===== config.mk =====
export PLATFORM = sky130hd
export DESIGN_NAME = lif_neuron_update_top
export DESIGN_NICKNAME = d
export VERILOG_FILES = /design/src/lifn_pkg.sv /design/src/lifn_alu.sv /design/src/lifn_regs.sv /design/src/lif_neuron_update_top.sv
export SDC_FILE = /design/constraint.sdc
export NUM_CORES = 2
export LEC_CHECK = 0
export BUFFER_PORTS_ARGS = -buffer_cell sky130_fd_sc_hd__buf_2
export CELL_PAD_IN_SITES_DETAIL_PLACEMENT = 0
export CELL_PAD_IN_SITES_GLOBAL_PLACEMENT = 1
export CORE_ASPECT_RATIO = 0.5
export CORE_MARGIN = 1
export CORE_UTILIZATION = 45
export DETAILED_ROUTE_END_ITERATION = 8
export GPL_TIMING_DRIVEN = 0
export PLACE_DENSITY_LB_ADDON = 0.1
export SLEW_MARGIN = 10
export SYNTH_ARGS = -nofsm -noshare
export SYNTH_HDL_FRONTEND = slang
export SYNTH_SLANG_ARGS = --single-unit

===== constraint.sdc =====
create_clock -name clk -period 11 [get_ports clk]
set_input_delay 2.2 -clock clk [delete_from_list [all_inputs] [get_ports clk]]
set_output_delay 2.2 -clock clk [all_outputs]
set_load 0.01 [all_outputs]

===== src/lifn_pkg.sv =====
// Shared types and constants of the LIF neuron update block.
`timescale 1ns / 1ps
package lifn_pkg;

  localparam int DATA_W    = 32;
  localparam int FRAC_BITS = 15;
  localparam int ADDR_W    = 5;

  // shared arithmetic unit operations
  typedef logic [1:0] alu_op_t;
  localparam alu_op_t ALU_ADD = 2'd0;
  localparam alu_op_t ALU_SUB = 2'd1;
  localparam alu_op_t ALU_MUL = 2'd2;

  // configuration register indexes
  typedef logic [2:0] reg_idx_t;
  localparam reg_idx_t REG_REST      = 3'd0;
  localparam reg_idx_t REG_RESET     = 3'd1;
  localparam reg_idx_t REG_OFFSET    = 3'd2;
  localparam reg_idx_t REG_RESIST    = 3'd3;
  localparam reg_idx_t REG_DECAY     = 3'd4;
  localparam reg_idx_t REG_REFRACT   = 3'd5;
  localparam reg_idx_t REG_EXC_COUNT = 3'd6;
  localparam reg_idx_t REG_INH_COUNT = 3'd7;

  typedef struct packed {
    logic signed [31:0] rest_voltage;
    logic signed [31:0] reset_voltage;
    logic signed [31:0] offset_current;
    logic signed [31:0] membrane_resistance;
    logic [15:0]        decay_factor;
    logic [15:0]        refractory_steps;
    logic [1:0]         exc_count;
    logic [1:0]         inh_count;
  } lifn_cfg_t;

endpackage


===== src/lifn_alu.sv =====
// Shared saturating add, subtract and fixed-point multiply unit.
`timescale 1ns / 1ps
module lifn_alu (
  input  lifn_pkg::alu_op_t   op,
  input  logic signed [32:0]  a,
  input  logic signed [32:0]  b,
  output logic signed [31:0]  result
);
  import lifn_pkg::*;

  logic signed [33:0] sum;
  logic signed [33:0] dif;
  logic signed [65:0] prod;
  logic signed [65:0] wide;
  logic               in_range;

  assign sum  = {a[32], a} + {b[32], b};
  assign dif  = {a[32], a} - {b[32], b};
  assign prod = a * b;

  always_comb begin
    case (op)
      ALU_ADD: wide = {{32{sum[33]}}, sum};
      ALU_SUB: wide = {{32{dif[33]}}, dif};
      ALU_MUL: wide = prod >>> FRAC_BITS;  // floor toward minus infinity
      default: wide = '0;
    endcase
  end

  // saturate to the signed 32-bit range
  assign in_range = (&wide[65:31]) || (~|wide[65:31]);
  assign result   = in_range ? wide[31:0]
                  : (wide[65] ? 32'sh8000_0000 : 32'sh7fff_ffff);

endmodule


===== src/lifn_regs.sv =====
// APB-style configuration register file of the LIF neuron update block.
`timescale 1ns / 1ps
module lifn_regs (
  input  logic                      clk,
  input  logic                      rst,
  input  logic                      psel,
  input  logic                      penable,
  input  logic                      pwrite,
  input  logic [lifn_pkg::ADDR_W-1:0] paddr,
  input  logic [31:0]               pwdata,
  output logic [31:0]               prdata,
  output logic                      pready,
  output lifn_pkg::lifn_cfg_t       cfg
);
  import lifn_pkg::*;

  reg_idx_t idx;
  logic     wr;

  assign pready = 1'b1;
  assign idx    = paddr[4:2];
  assign wr     = psel && penable && pwrite;

  always_ff @(posedge clk) begin
    if (rst) begin
      cfg.rest_voltage        <= '0;
      cfg.reset_voltage       <= '0;
      cfg.offset_current      <= '0;
      cfg.membrane_resistance <= '0;
      cfg.decay_factor        <= '0;
      cfg.refractory_steps    <= '0;
      cfg.exc_count           <= 2'd2;
      cfg.inh_count           <= 2'd2;
    end else if (wr) begin
      case (idx)
        REG_REST:      cfg.rest_voltage        <= pwdata;
        REG_RESET:     cfg.reset_voltage       <= pwdata;
        REG_OFFSET:    cfg.offset_current      <= pwdata;
        REG_RESIST:    cfg.membrane_resistance <= pwdata;
        REG_DECAY:     cfg.decay_factor        <= pwdata[15:0];
        REG_REFRACT:   cfg.refractory_steps    <= pwdata[15:0];
        REG_EXC_COUNT: cfg.exc_count           <= pwdata[1:0];
        REG_INH_COUNT: cfg.inh_count           <= pwdata[1:0];
        default: ;
      endcase
    end
  end

  always_comb begin
    case (idx)
      REG_REST:      prdata = cfg.rest_voltage;
      REG_RESET:     prdata = cfg.reset_voltage;
      REG_OFFSET:    prdata = cfg.offset_current;
      REG_RESIST:    prdata = cfg.membrane_resistance;
      REG_DECAY:     prdata = {16'd0, cfg.decay_factor};
      REG_REFRACT:   prdata = {16'd0, cfg.refractory_steps};
      REG_EXC_COUNT: prdata = {30'd0, cfg.exc_count};
      REG_INH_COUNT: prdata = {30'd0, cfg.inh_count};
      default:       prdata = '0;
    endcase
  end

endmodule


===== src/lif_neuron_update_top.sv =====
// Top level of the LIF neuron update block: sequencer, state and output register.
`timescale 1ns / 1ps
// Leaky integrate-and-fire neuron, s16.15 fixed point, one neuron.
// Input channel (in_valid / in_stall): one request per timestep or spike.
//   opcode 0 integrates the input currents unless the refractory countdown
//   is running, in which case the countdown steps down by one.
//   opcode 1 loads the reset voltage and the refractory period.
// Output channel (out_valid / out_stall): one voltage per request.
// Configuration: APB-style port, registers at byte address 4*index,
//   pready always high; write only while no request is in flight.
// Schedule: an integrating request runs a 10-step schedule on one shared
//   saturating add / multiply unit, then the done state loads the output
//   register. Spike and refractory requests go from idle straight to the
//   done state, which loads the output register. No new request is taken
//   before the current one finishes, since in_stall is high until the
//   sequencer is back in idle.
// Output stall: the output register holds its voltage; a finished request
//   waits in the load cycle until the register frees, then input reopens.
// Reset: membrane and countdown clear to zero, config takes reset values.
module lif_neuron_update_top #(
  parameter int NUM_EXC = 2,
  parameter int NUM_INH = 2
) (
  input  logic                          clk,
  input  logic                          rst,
  input  logic                          in_valid,
  output logic                          in_stall,
  input  logic                          opcode,
  input  logic signed [31:0]            exc_first,
  input  logic signed [31:0]            exc_second,
  input  logic signed [31:0]            inh_first,
  input  logic signed [31:0]            inh_second,
  input  logic signed [31:0]            bias_current,
  output logic                          out_valid,
  input  logic                          out_stall,
  output logic signed [31:0]            voltage,
  input  logic                          psel,
  input  logic                          penable,
  input  logic                          pwrite,
  input  logic [lifn_pkg::ADDR_W-1:0]   paddr,
  input  logic [31:0]                   pwdata,
  output logic [31:0]                   prdata,
  output logic                          pready
);
  import lifn_pkg::*;

  localparam logic [3:0] ST_IDLE  = 4'd0;
  localparam logic [3:0] ST_EXC   = 4'd1;
  localparam logic [3:0] ST_INH   = 4'd2;
  localparam logic [3:0] ST_CUR   = 4'd3;
  localparam logic [3:0] ST_BIAS  = 4'd4;
  localparam logic [3:0] ST_OFS   = 4'd5;
  localparam logic [3:0] ST_MULR  = 4'd6;
  localparam logic [3:0] ST_ALPHA = 4'd7;
  localparam logic [3:0] ST_DIFF  = 4'd8;
  localparam logic [3:0] ST_MULD  = 4'd9;
  localparam logic [3:0] ST_VOLT  = 4'd10;
  localparam logic [3:0] ST_DONE  = 4'd11;

  // a second field is summed only if the design carries at least two
  localparam logic EXC_TWO = (NUM_EXC >= 2);
  localparam logic INH_TWO = (NUM_INH >= 2);

  lifn_cfg_t          cfg;
  logic [3:0]         state;
  logic signed [31:0] membrane;
  logic [15:0]        refractory_left;
  logic signed [31:0] acc;
  logic signed [31:0] tmp;
  logic signed [31:0] hold_exc_first;
  logic signed [31:0] hold_exc_second;
  logic signed [31:0] hold_inh_first;
  logic signed [31:0] hold_inh_second;
  logic signed [31:0] hold_bias;

  alu_op_t            alu_op;
  logic signed [32:0] alu_a;
  logic signed [32:0] alu_b;
  logic signed [31:0] alu_y;

  logic               accept;
  logic               out_free;
  logic               exc_en0, exc_en1, inh_en0, inh_en1;

  lifn_regs u_regs (
    .clk     (clk),
    .rst     (rst),
    .psel    (psel),
    .penable (penable),
    .pwrite  (pwrite),
    .paddr   (paddr),
    .pwdata  (pwdata),
    .prdata  (prdata),
    .pready  (pready),
    .cfg     (cfg)
  );

  lifn_alu u_alu (
    .op     (alu_op),
    .a      (alu_a),
    .b      (alu_b),
    .result (alu_y)
  );

  assign in_stall = (state != ST_IDLE);
  assign accept   = in_valid && !in_stall;
  assign out_free = !out_valid || !out_stall;

  assign exc_en0 = (cfg.exc_count != 2'd0);
  assign exc_en1 = cfg.exc_count[1] && EXC_TWO;
  assign inh_en0 = (cfg.inh_count != 2'd0);
  assign inh_en1 = cfg.inh_count[1] && INH_TWO;

  // operand selection for the shared unit
  always_comb begin
    alu_op = ALU_ADD;
    alu_a  = '0;
    alu_b  = '0;
    case (state)
      ST_EXC: begin
        alu_a = exc_en0 ? {hold_exc_first[31], hold_exc_first} : 33'sd0;
        alu_b = exc_en1 ? {hold_exc_second[31], hold_exc_second} : 33'sd0;
      end
      ST_INH: begin
        alu_a = inh_en0 ? {hold_inh_first[31], hold_inh_first} : 33'sd0;
        alu_b = inh_en1 ? {hold_inh_second[31], hold_inh_second} : 33'sd0;
      end
      ST_CUR: begin
        alu_op = ALU_SUB;
        alu_a  = {acc[31], acc};
        alu_b  = {tmp[31], tmp};
      end
      ST_BIAS: begin
        alu_a = {acc[31], acc};
        alu_b = {hold_bias[31], hold_bias};
      end
      ST_OFS: begin
        alu_a = {acc[31], acc};
        alu_b = {cfg.offset_current[31], cfg.offset_current};
      end
      ST_MULR: begin
        alu_op = ALU_MUL;
        alu_a  = {acc[31], acc};
        alu_b  = {cfg.membrane_resistance[31], cfg.membrane_resistance};
      end
      ST_ALPHA: begin
        alu_a = {acc[31], acc};
        alu_b = {cfg.rest_voltage[31], cfg.rest_voltage};
      end
      ST_DIFF: begin
        alu_op = ALU_SUB;
        alu_a  = {acc[31], acc};
        alu_b  = {membrane[31], membrane};
      end
      ST_MULD: begin
        alu_op = ALU_MUL;
        alu_a  = {17'd0, cfg.decay_factor};
        alu_b  = {tmp[31], tmp};
      end
      ST_VOLT: begin
        alu_op = ALU_SUB;
        alu_a  = {acc[31], acc};
        alu_b  = {tmp[31], tmp};
      end
      default: ;
    endcase
  end

  // capture the request fields on acceptance
  always_ff @(posedge clk) begin
    if (accept) begin
      hold_exc_first  <= exc_first;
      hold_exc_second <= exc_second;
      hold_inh_first  <= inh_first;
      hold_inh_second <= inh_second;
      hold_bias       <= bias_current;
    end
  end

  // working registers of the schedule
  always_ff @(posedge clk) begin
    case (state)
      ST_EXC, ST_CUR, ST_BIAS, ST_OFS, ST_MULR, ST_ALPHA: acc <= alu_y;
      ST_INH, ST_DIFF, ST_MULD:                           tmp <= alu_y;
      default: ;
    endcase
  end

  always_ff @(posedge clk) begin
    if (rst) begin
      state           <= ST_IDLE;
      membrane        <= '0;
      refractory_left <= '0;
      out_valid       <= 1'b0;
    end else begin
      // drop valid once taken, unless a new voltage loads in the same cycle
      if (out_valid && !out_stall && state != ST_DONE) begin
        out_valid <= 1'b0;
      end
      case (state)
        ST_IDLE: begin
          if (accept) begin
            if (opcode) begin
              membrane        <= cfg.reset_voltage;
              refractory_left <= cfg.refractory_steps;
              state           <= ST_DONE;
            end else if (refractory_left != 16'd0) begin
              refractory_left <= refractory_left - 16'd1;
              state           <= ST_DONE;
            end else begin
              state <= ST_EXC;
            end
          end
        end
        ST_VOLT: begin
          membrane <= alu_y;
          state    <= ST_DONE;
        end
        ST_DONE: begin
          // hold until the output register is free
          if (out_free) begin
            out_valid <= 1'b1;
            state     <= ST_IDLE;
          end
        end
        default: begin
          state <= state + 4'd1;
        end
      endcase
    end
  end

  always_ff @(posedge clk) begin
    if (state == ST_DONE && out_free) begin
      voltage <= membrane;
    end
  end

endmodule


* Word level (Yosys, flattened, before mapping)
Index checks and enable logic that the tools add are counted.
** Operators by class
- Add/sub/neg operators :: 4
- Multiply operators :: 1
- Div/mod/pow operators :: 0
- Magnitude comparators :: 0
- Equal/unequal tests :: 24
- Shifts and indexed selects :: 0
- Multiplexer cells :: 24
- Bitwise operators :: 0
- Reduce and logical (&&, ||, !) cells :: 40
** Operators by type and width (number)
- 33-bit case mux with 8 select lines :: 1
- 32-bit case mux with 8 select lines :: 1
- 66-bit case mux with 3 select lines :: 1
- 33-bit two-way mux :: 4
- 33-bit case mux with 4 select lines :: 1
- 32-bit two-way mux :: 4
- 33-bit by 33-bit multiplier with 66-bit output :: 1
- 32-bit case mux with 2 select lines :: 1
- 35-bit AND reduction :: 1
- 35-bit OR reduction :: 1
- 33-bit by 33-bit adder with 34-bit output :: 1
- 33-bit by 33-bit subtractor with 34-bit output :: 1
- 16-bit two-way mux :: 2
- 2-bit AND reduction :: 9
- 4-bit by 3-bit == test with 1-bit output (second input constant) :: 4
- 4-bit == test (second input constant) :: 4
- 4-bit two-way mux :: 4
- 16-bit nonzero test :: 1
- 16-bit by 1-bit subtractor with 16-bit output (second input constant) :: 1
- 3-bit == test (second input constant) :: 4
- 4-bit case mux with 3 select lines :: 1
- 3-bit OR reduction :: 3
- 4-bit by 2-bit == test with 1-bit output (second input constant) :: 2
- 2-bit nonzero test :: 4
- other kinds (21) :: 36
** Storage, ports and cells
- Register bits after elaboration :: 473
- Bits in latches :: 0
- RAM bits :: 0
- Memory bits (read-only) :: 0
- Output and inout bits :: 67
- Logic and storage cells :: 113
- Memories kept :: 0

* Depth between registers and ports, before layout
- Word-level depth :: 10
- Depth in mapped cells :: 44

* By module
From an unflattened synthesis, not the netlist that was laid out.
** Second synthesis, totals
- Cell total of the unflattened synthesis :: 6793
- Area, all modules :: 62822.8 um^2
** By module, submodules not included
- lifn_alu :: instances 1, cells an instance 4930, area each 43018.8 um^2, seq. area each 0.0 um^2
- lif_neuron_update_top :: instances 1, cells an instance 956, area each 12634.6 um^2, seq. area each 8748.4 um^2
- lifn_regs :: instances 1, cells an instance 907, area each 7169.4 um^2, seq. area each 3283.1 um^2

* Worst setup path after synthesis
No wires, ideal clock.
- Path kind :: flip-flop to flip-flop
- From :: register state[3]
- To :: register acc[22], data pin
- Setup time :: 279 ps
- Data arrival time :: 11200 ps
- Required time :: 10721 ps
- Path slack :: -479 ps
- Stages on the path, launching flop included :: 38
- Path buffers :: 5
- Clock period less this slack :: 11479 ps
- Cell sequence :: dfxtp_1 -> buf_4 -> buf_2 -> nor2b_1 -> and2_1 -> clkbuf_1 -> a221o_1 -> a2111oi_0 -> clkinv_1 -> nand2_1 -> inv_1 -> fa_1 -> fa_1 -> inv_1 -> fa_1 -> fa_1 -> inv_1 -> fa_1 -> (+2 left out) -> inv_1 -> fa_1 -> inv_1 -> ha_1 -> clkbuf_1 -> nand4_1 -> nor4_1 -> nand4_1 -> or4_1 -> a21o_1 -> and3_1 -> o2111ai_1 -> nor4_1 -> a41o_1 -> o211a_1 -> nor2_2 -> buf_2 -> mux2i_1
** Between the ends
- Cells in the longest elaborated chain, start to end :: 9
- Elaborated cells between the ends (all ways) :: 30
- Those cells by class :: add/sub: 2; mul: 1; eq/ne: 12; mux: 6; reduce/logical: 9
** Ends and longest elaborated chain
- start, declared :: line lif_neuron_update_top.sv:65 : logic [3:0] state;
- start signal, assigned :: line lif_neuron_update_top.sv:227 : state <= state + 4'd1;
- 4-bit == test, or another cell as far along :: line lif_neuron_update_top.sv:119 : case (state)
- 7-bit OR reduction (no line), or another cell as far along
- 33-bit case mux with 4 select lines, or another cell as far along :: line lif_neuron_update_top.sv:119
- 33-bit by 33-bit multiplier with 66-bit output, or another cell as far along :: line lifn_alu.sv:19 : assign prod = a * b;
- 66-bit case mux with 3 select lines * :: line lifn_alu.sv:22 : case (op)
- 35-bit OR reduction :: line lifn_alu.sv:31 : assign in_range = (&wide[65:31]) || (~|wide[65:31]);
- 1-bit logical NOT :: line lifn_alu.sv:31
- 1-bit logical OR :: line lifn_alu.sv:31
- 32-bit two-way mux * :: line lifn_alu.sv:32 : assign result = in_range ? wide[31:0]
- net alu_y[22] :: line lif_neuron_update_top.sv:79 : logic signed [31:0] alu_y;
- end signal, assigned :: line lif_neuron_update_top.sv:183 : ST_EXC, ST_CUR, ST_BIAS, ST_OFS, ST_MULR, ST_ALPHA: acc <= alu_y;
- end, declared :: line lif_neuron_update_top.sv:68 : logic signed [31:0] acc;
The timed path passes the listed nets; every way through them passes the cells marked *.
A chain may end at the register's enable or synchronous reset.

* Final worst setup path
- From :: register state[0]
- To :: register tmp[23], data pin
** Between the ends
- Cells in the longest elaborated chain, start to end :: 9
- Elaborated cells between the ends (all ways) :: 30
- Those cells by class :: add/sub: 2; mul: 1; eq/ne: 12; mux: 6; reduce/logical: 9
** Ends and longest elaborated chain
- 4-bit == test, or another cell as far along :: line lif_neuron_update_top.sv:119
- 7-bit OR reduction (no line), or another cell as far along
- 33-bit case mux with 4 select lines, or another cell as far along :: line lif_neuron_update_top.sv:119
- 33-bit by 33-bit multiplier with 66-bit output, or another cell as far along :: line lifn_alu.sv:19
- 66-bit case mux with 3 select lines * :: line lifn_alu.sv:22
- 35-bit OR reduction :: line lifn_alu.sv:31
- 1-bit logical NOT :: line lifn_alu.sv:31
- 1-bit logical OR :: line lifn_alu.sv:31
- 32-bit two-way mux * :: line lifn_alu.sv:32
- net alu_y[23] :: line lif_neuron_update_top.sv:79
- end signal, assigned :: line lif_neuron_update_top.sv:184 : ST_INH, ST_DIFF, ST_MULD: tmp <= alu_y;
- end, declared :: line lif_neuron_update_top.sv:69 : logic signed [31:0] tmp;
Marked as above.

==> results.json <==
{
  "fmax_mhz": 86.8,
  "netlist-cell-type-count": 91,
  "worstSetupEndpoint": "tmp[23]",
  "vias": 54394,
  "fin_nets": 8830,
  "core_area_um2": 135000,
  "critPathLaunch": "state[0]",
  "area_growth_syn_to_layout_pct": 17.3,
  "dieHeight_um": 263,
  "hpwl_mm": 233,
  "cpMostUsedCell": "fa_1",
  "insertion_delay_ps": 610,
  "failed_checks": "negative setup slack",
  "cts_tree": "yes",
  "synthAdderAreaFrac": 0.424,
  "reg2regPathDepth": 36,
  "grt_pass1_wl_mm": 402,
  "hold_class": "reg2reg",
  "setup_viol": 93,
  "path_clk_slew_ps": 70,
  "syn-cell-area_um2": 61400,
  "crit_arrival_ps": 11890,
  "holdWs_ps": 454,
  "ant_nets": 0,
  "relSlewSlack": 0.146,
  "finalCritPeriodShare": 1.05,
  "fin_ws_ps": -523,
  "drv_slew": 0,
  "syn-num-nets": 8336,
  "synth_top_family_by_area": "adder cells",
  "maxCapViolCount": 0,
  "yosys_warnings": 0,
  "grt_max_degree": 66,
  "muxShareOfSynthArea": 0.0186,
  "postCtsHoldBufs": 0,
  "synth_compound_area_frac": 0.108,
  "synth_edf_count": 256,
  "root_buffer": "clkbuf_16",
  "via_per_inst": 6.00,
  "ys_seq_elements": 473,
  "ys_seq_area_frac": 0.196,
  "gp_congestion": 1.05,
  "synth-simple-area-share": 0.141,
  "cts_sinks": 473,
  "portBuffers": 264,
  "synth-xor-area-share": 0.0117,
  "dieArea_um2": 138000,
  "clk_path_buf_depth": 3,
  "synth_ff_type": "edfxtp_1",
  "wl_per_cell_um": 31.8,
  "die_x_um": 524,
  "critical_path_class": "reg2reg",
  "rsz0062_at_grt": "true",
  "slowest_stage": "fa_1",
  "layout_min_cycle_time_ps": 11520,
  "reg2reg_to": "tmp[23]",
  "timing.rr.start": "state[0]",
  "grtUsageTotal": 0.417,
  "std_cell_rows": 95,
  "antenna_found_initial": 13,
  "grt_pass1_vias": 54634,
  "synth-async-reset-ratio": 0,
  "grt_overflow": 0,
  "worst_pin_slew_ps": 1270,
  "slowest_delay_ps": 620,
  "drive_above_1_share": 0.167,
  "hold_viol": 0,
  "worst_setup_path_start_kind": "flip-flop",
  "routed_wl_mm": 288,
  "required_ps": 11370,
  "rrSetupSlack_ps": -520,
  "avgSynthCellArea_um2": 9.13,
  "initial_core_util": 0.455,
  "drc": 0,
  "status": "finished with violations",
  "end_kind": "flip-flop",
  "dr.pass1.iters": 9,
  "ios": 272,
  "syn_inst": 6725,
  "cts_made_buffers": 48,
  "cp_max_fo": 10,
  "cts_max_level": 2,
  "drt_iter0_markers": 6403,
  "fin_skew_ps": 24.6
}
-- layout make-up --
| class | count | area [µm²] |
|---|---|---|
| antenna | 7 | 17.5 |
| buffer | 357 | 2550 |
| clock buffer | 61 | 1330 |
| clock inverter | 28 | 335 |
| fill | 12559 | 62800 |
| inverter | 1237 | 4790 |
| multi-input combinational | 4611 | 45200 |
| sequential | 473 | 12000 |
| tap | 1794 | 2240 |
| timing repair buffer | 491 | 3460 |
-- worst min path at each step --
stage            startpoint           to  slack (ps)  depth (start not counted)
3_3_place_gp   membrane[31]  voltage[31]         440                          0
5_1_grt        membrane[31]  voltage[31]         480                          0
2_1_floorplan  membrane[31]  voltage[31]         420                          0
6_report       membrane[31]  voltage[31]         450                          0
4_1_cts        membrane[31]  voltage[31]         450                          0
3_5_place_dp   membrane[31]  voltage[31]         430                          0
-- placed cells by master, fill, tap and decap left out, types with 33 or more instances in the layout --
cell type	n
ha_1	226
and3_1	33
dfxtp_1	215
a21oi_1	326
nand3_1	34
buf_2	275
clkbuf_8	50
o21ai_0	119
clkbuf_1	135
nand2_1	1111
nor2b_1	33
nand2b_1	33
a22oi_1	118
edfxtp_1	256
ha_4	37
buf_4	191
xnor2_1	54
clkbuf_2	69
clkbuf_4	46
inv_1	1165
nand4_1	50
nor2_1	550
clkbuf_16	61
a22o_1	60
fa_1	1096
-- metrics by stage --
stage	setup TNS, ps	cell area [µm²]	cells	worst slack, ps	utilization
detailed placement	-522960	65400	8808	-5870	0.485
global route	-48140	72000	9054	-581	0.534
finish	-39670	72000	9059	-523	0.534
floorplan	0	61400	6725	17.2	-
global placement	-790900	65000	8783	-8630	0.482
CTS	-19700	71100	9023	-292	0.527
-- logic make-up (layout without fill, tap and decap cells) --
logic type	after synthesis	count (layout)
mux	90	90
flops	473	473
fa+ha+maj	1406	1406
compound gates	986	986
other cells	1	8
xor+xnor	82	82
buf+inv	1642	2174
simple gates	2045	2046
-- flip-flops by register name, summed over array words and instances, names as in the netlist --
register         flops
acc                 32
hold_bias           32
hold_exc_first      32
hold_exc_second     32
hold_inh_first      32
hold_inh_second     32
membrane            32
out_valid            1
refractory_left     16
state                4
tmp                 32
u_regs.cfg         164
voltage             32
-- routing by layer --
layer,part of all wire,vias to the layer above,GRT usage
met5,0.00013,-,0
met4,0.056,6,0.190
met3,0.12,667,0.114
met2,0.42,3290,0.611
met1,0.40,28155,0.573
li1,-,22276,-
-- what timing repair did --
item,CTS,global route
gates cloned,8,1
buffers inserted,161,34
resized for setup,817,183
pin swaps,122,68
endpoints found under the setup margin,96,96
-- cells in the mapped netlist (all sizes together) (36+ instances only) --
master     n  area share
buf       51      0.0037
fa      1124        0.37
a22o      61      0.0087
a22oi    122       0.015
o21ai    128       0.010
xnor2     55      0.0078
a21oi    342       0.028
nand3     36      0.0031
and2      37      0.0038
nor2     559       0.034
nand4     50      0.0051
ha       282       0.057
inv     1217       0.074
nand2   1117       0.068
edfxtp   256        0.13
mux2i     50      0.0082
dfxtp    217       0.071
nor3      36      0.0030
clkbuf   354       0.022
-- critical path, delay by kind of cell, from the launching register on --
family | cells | cell delay (ps)
muxes | 1 | 380
AOI/OAI and AO/OA | 7 | 2000
buffers and inverters | 9 | 1530
adders and majority gates | 10 | 4820
and+or+nand+nor | 9 | 2120
DFF | 1 | 390
Power is left out: the tool's default activity adds up to more than one toggle a clock period on the data nets, which glitch-free logic cannot reach.
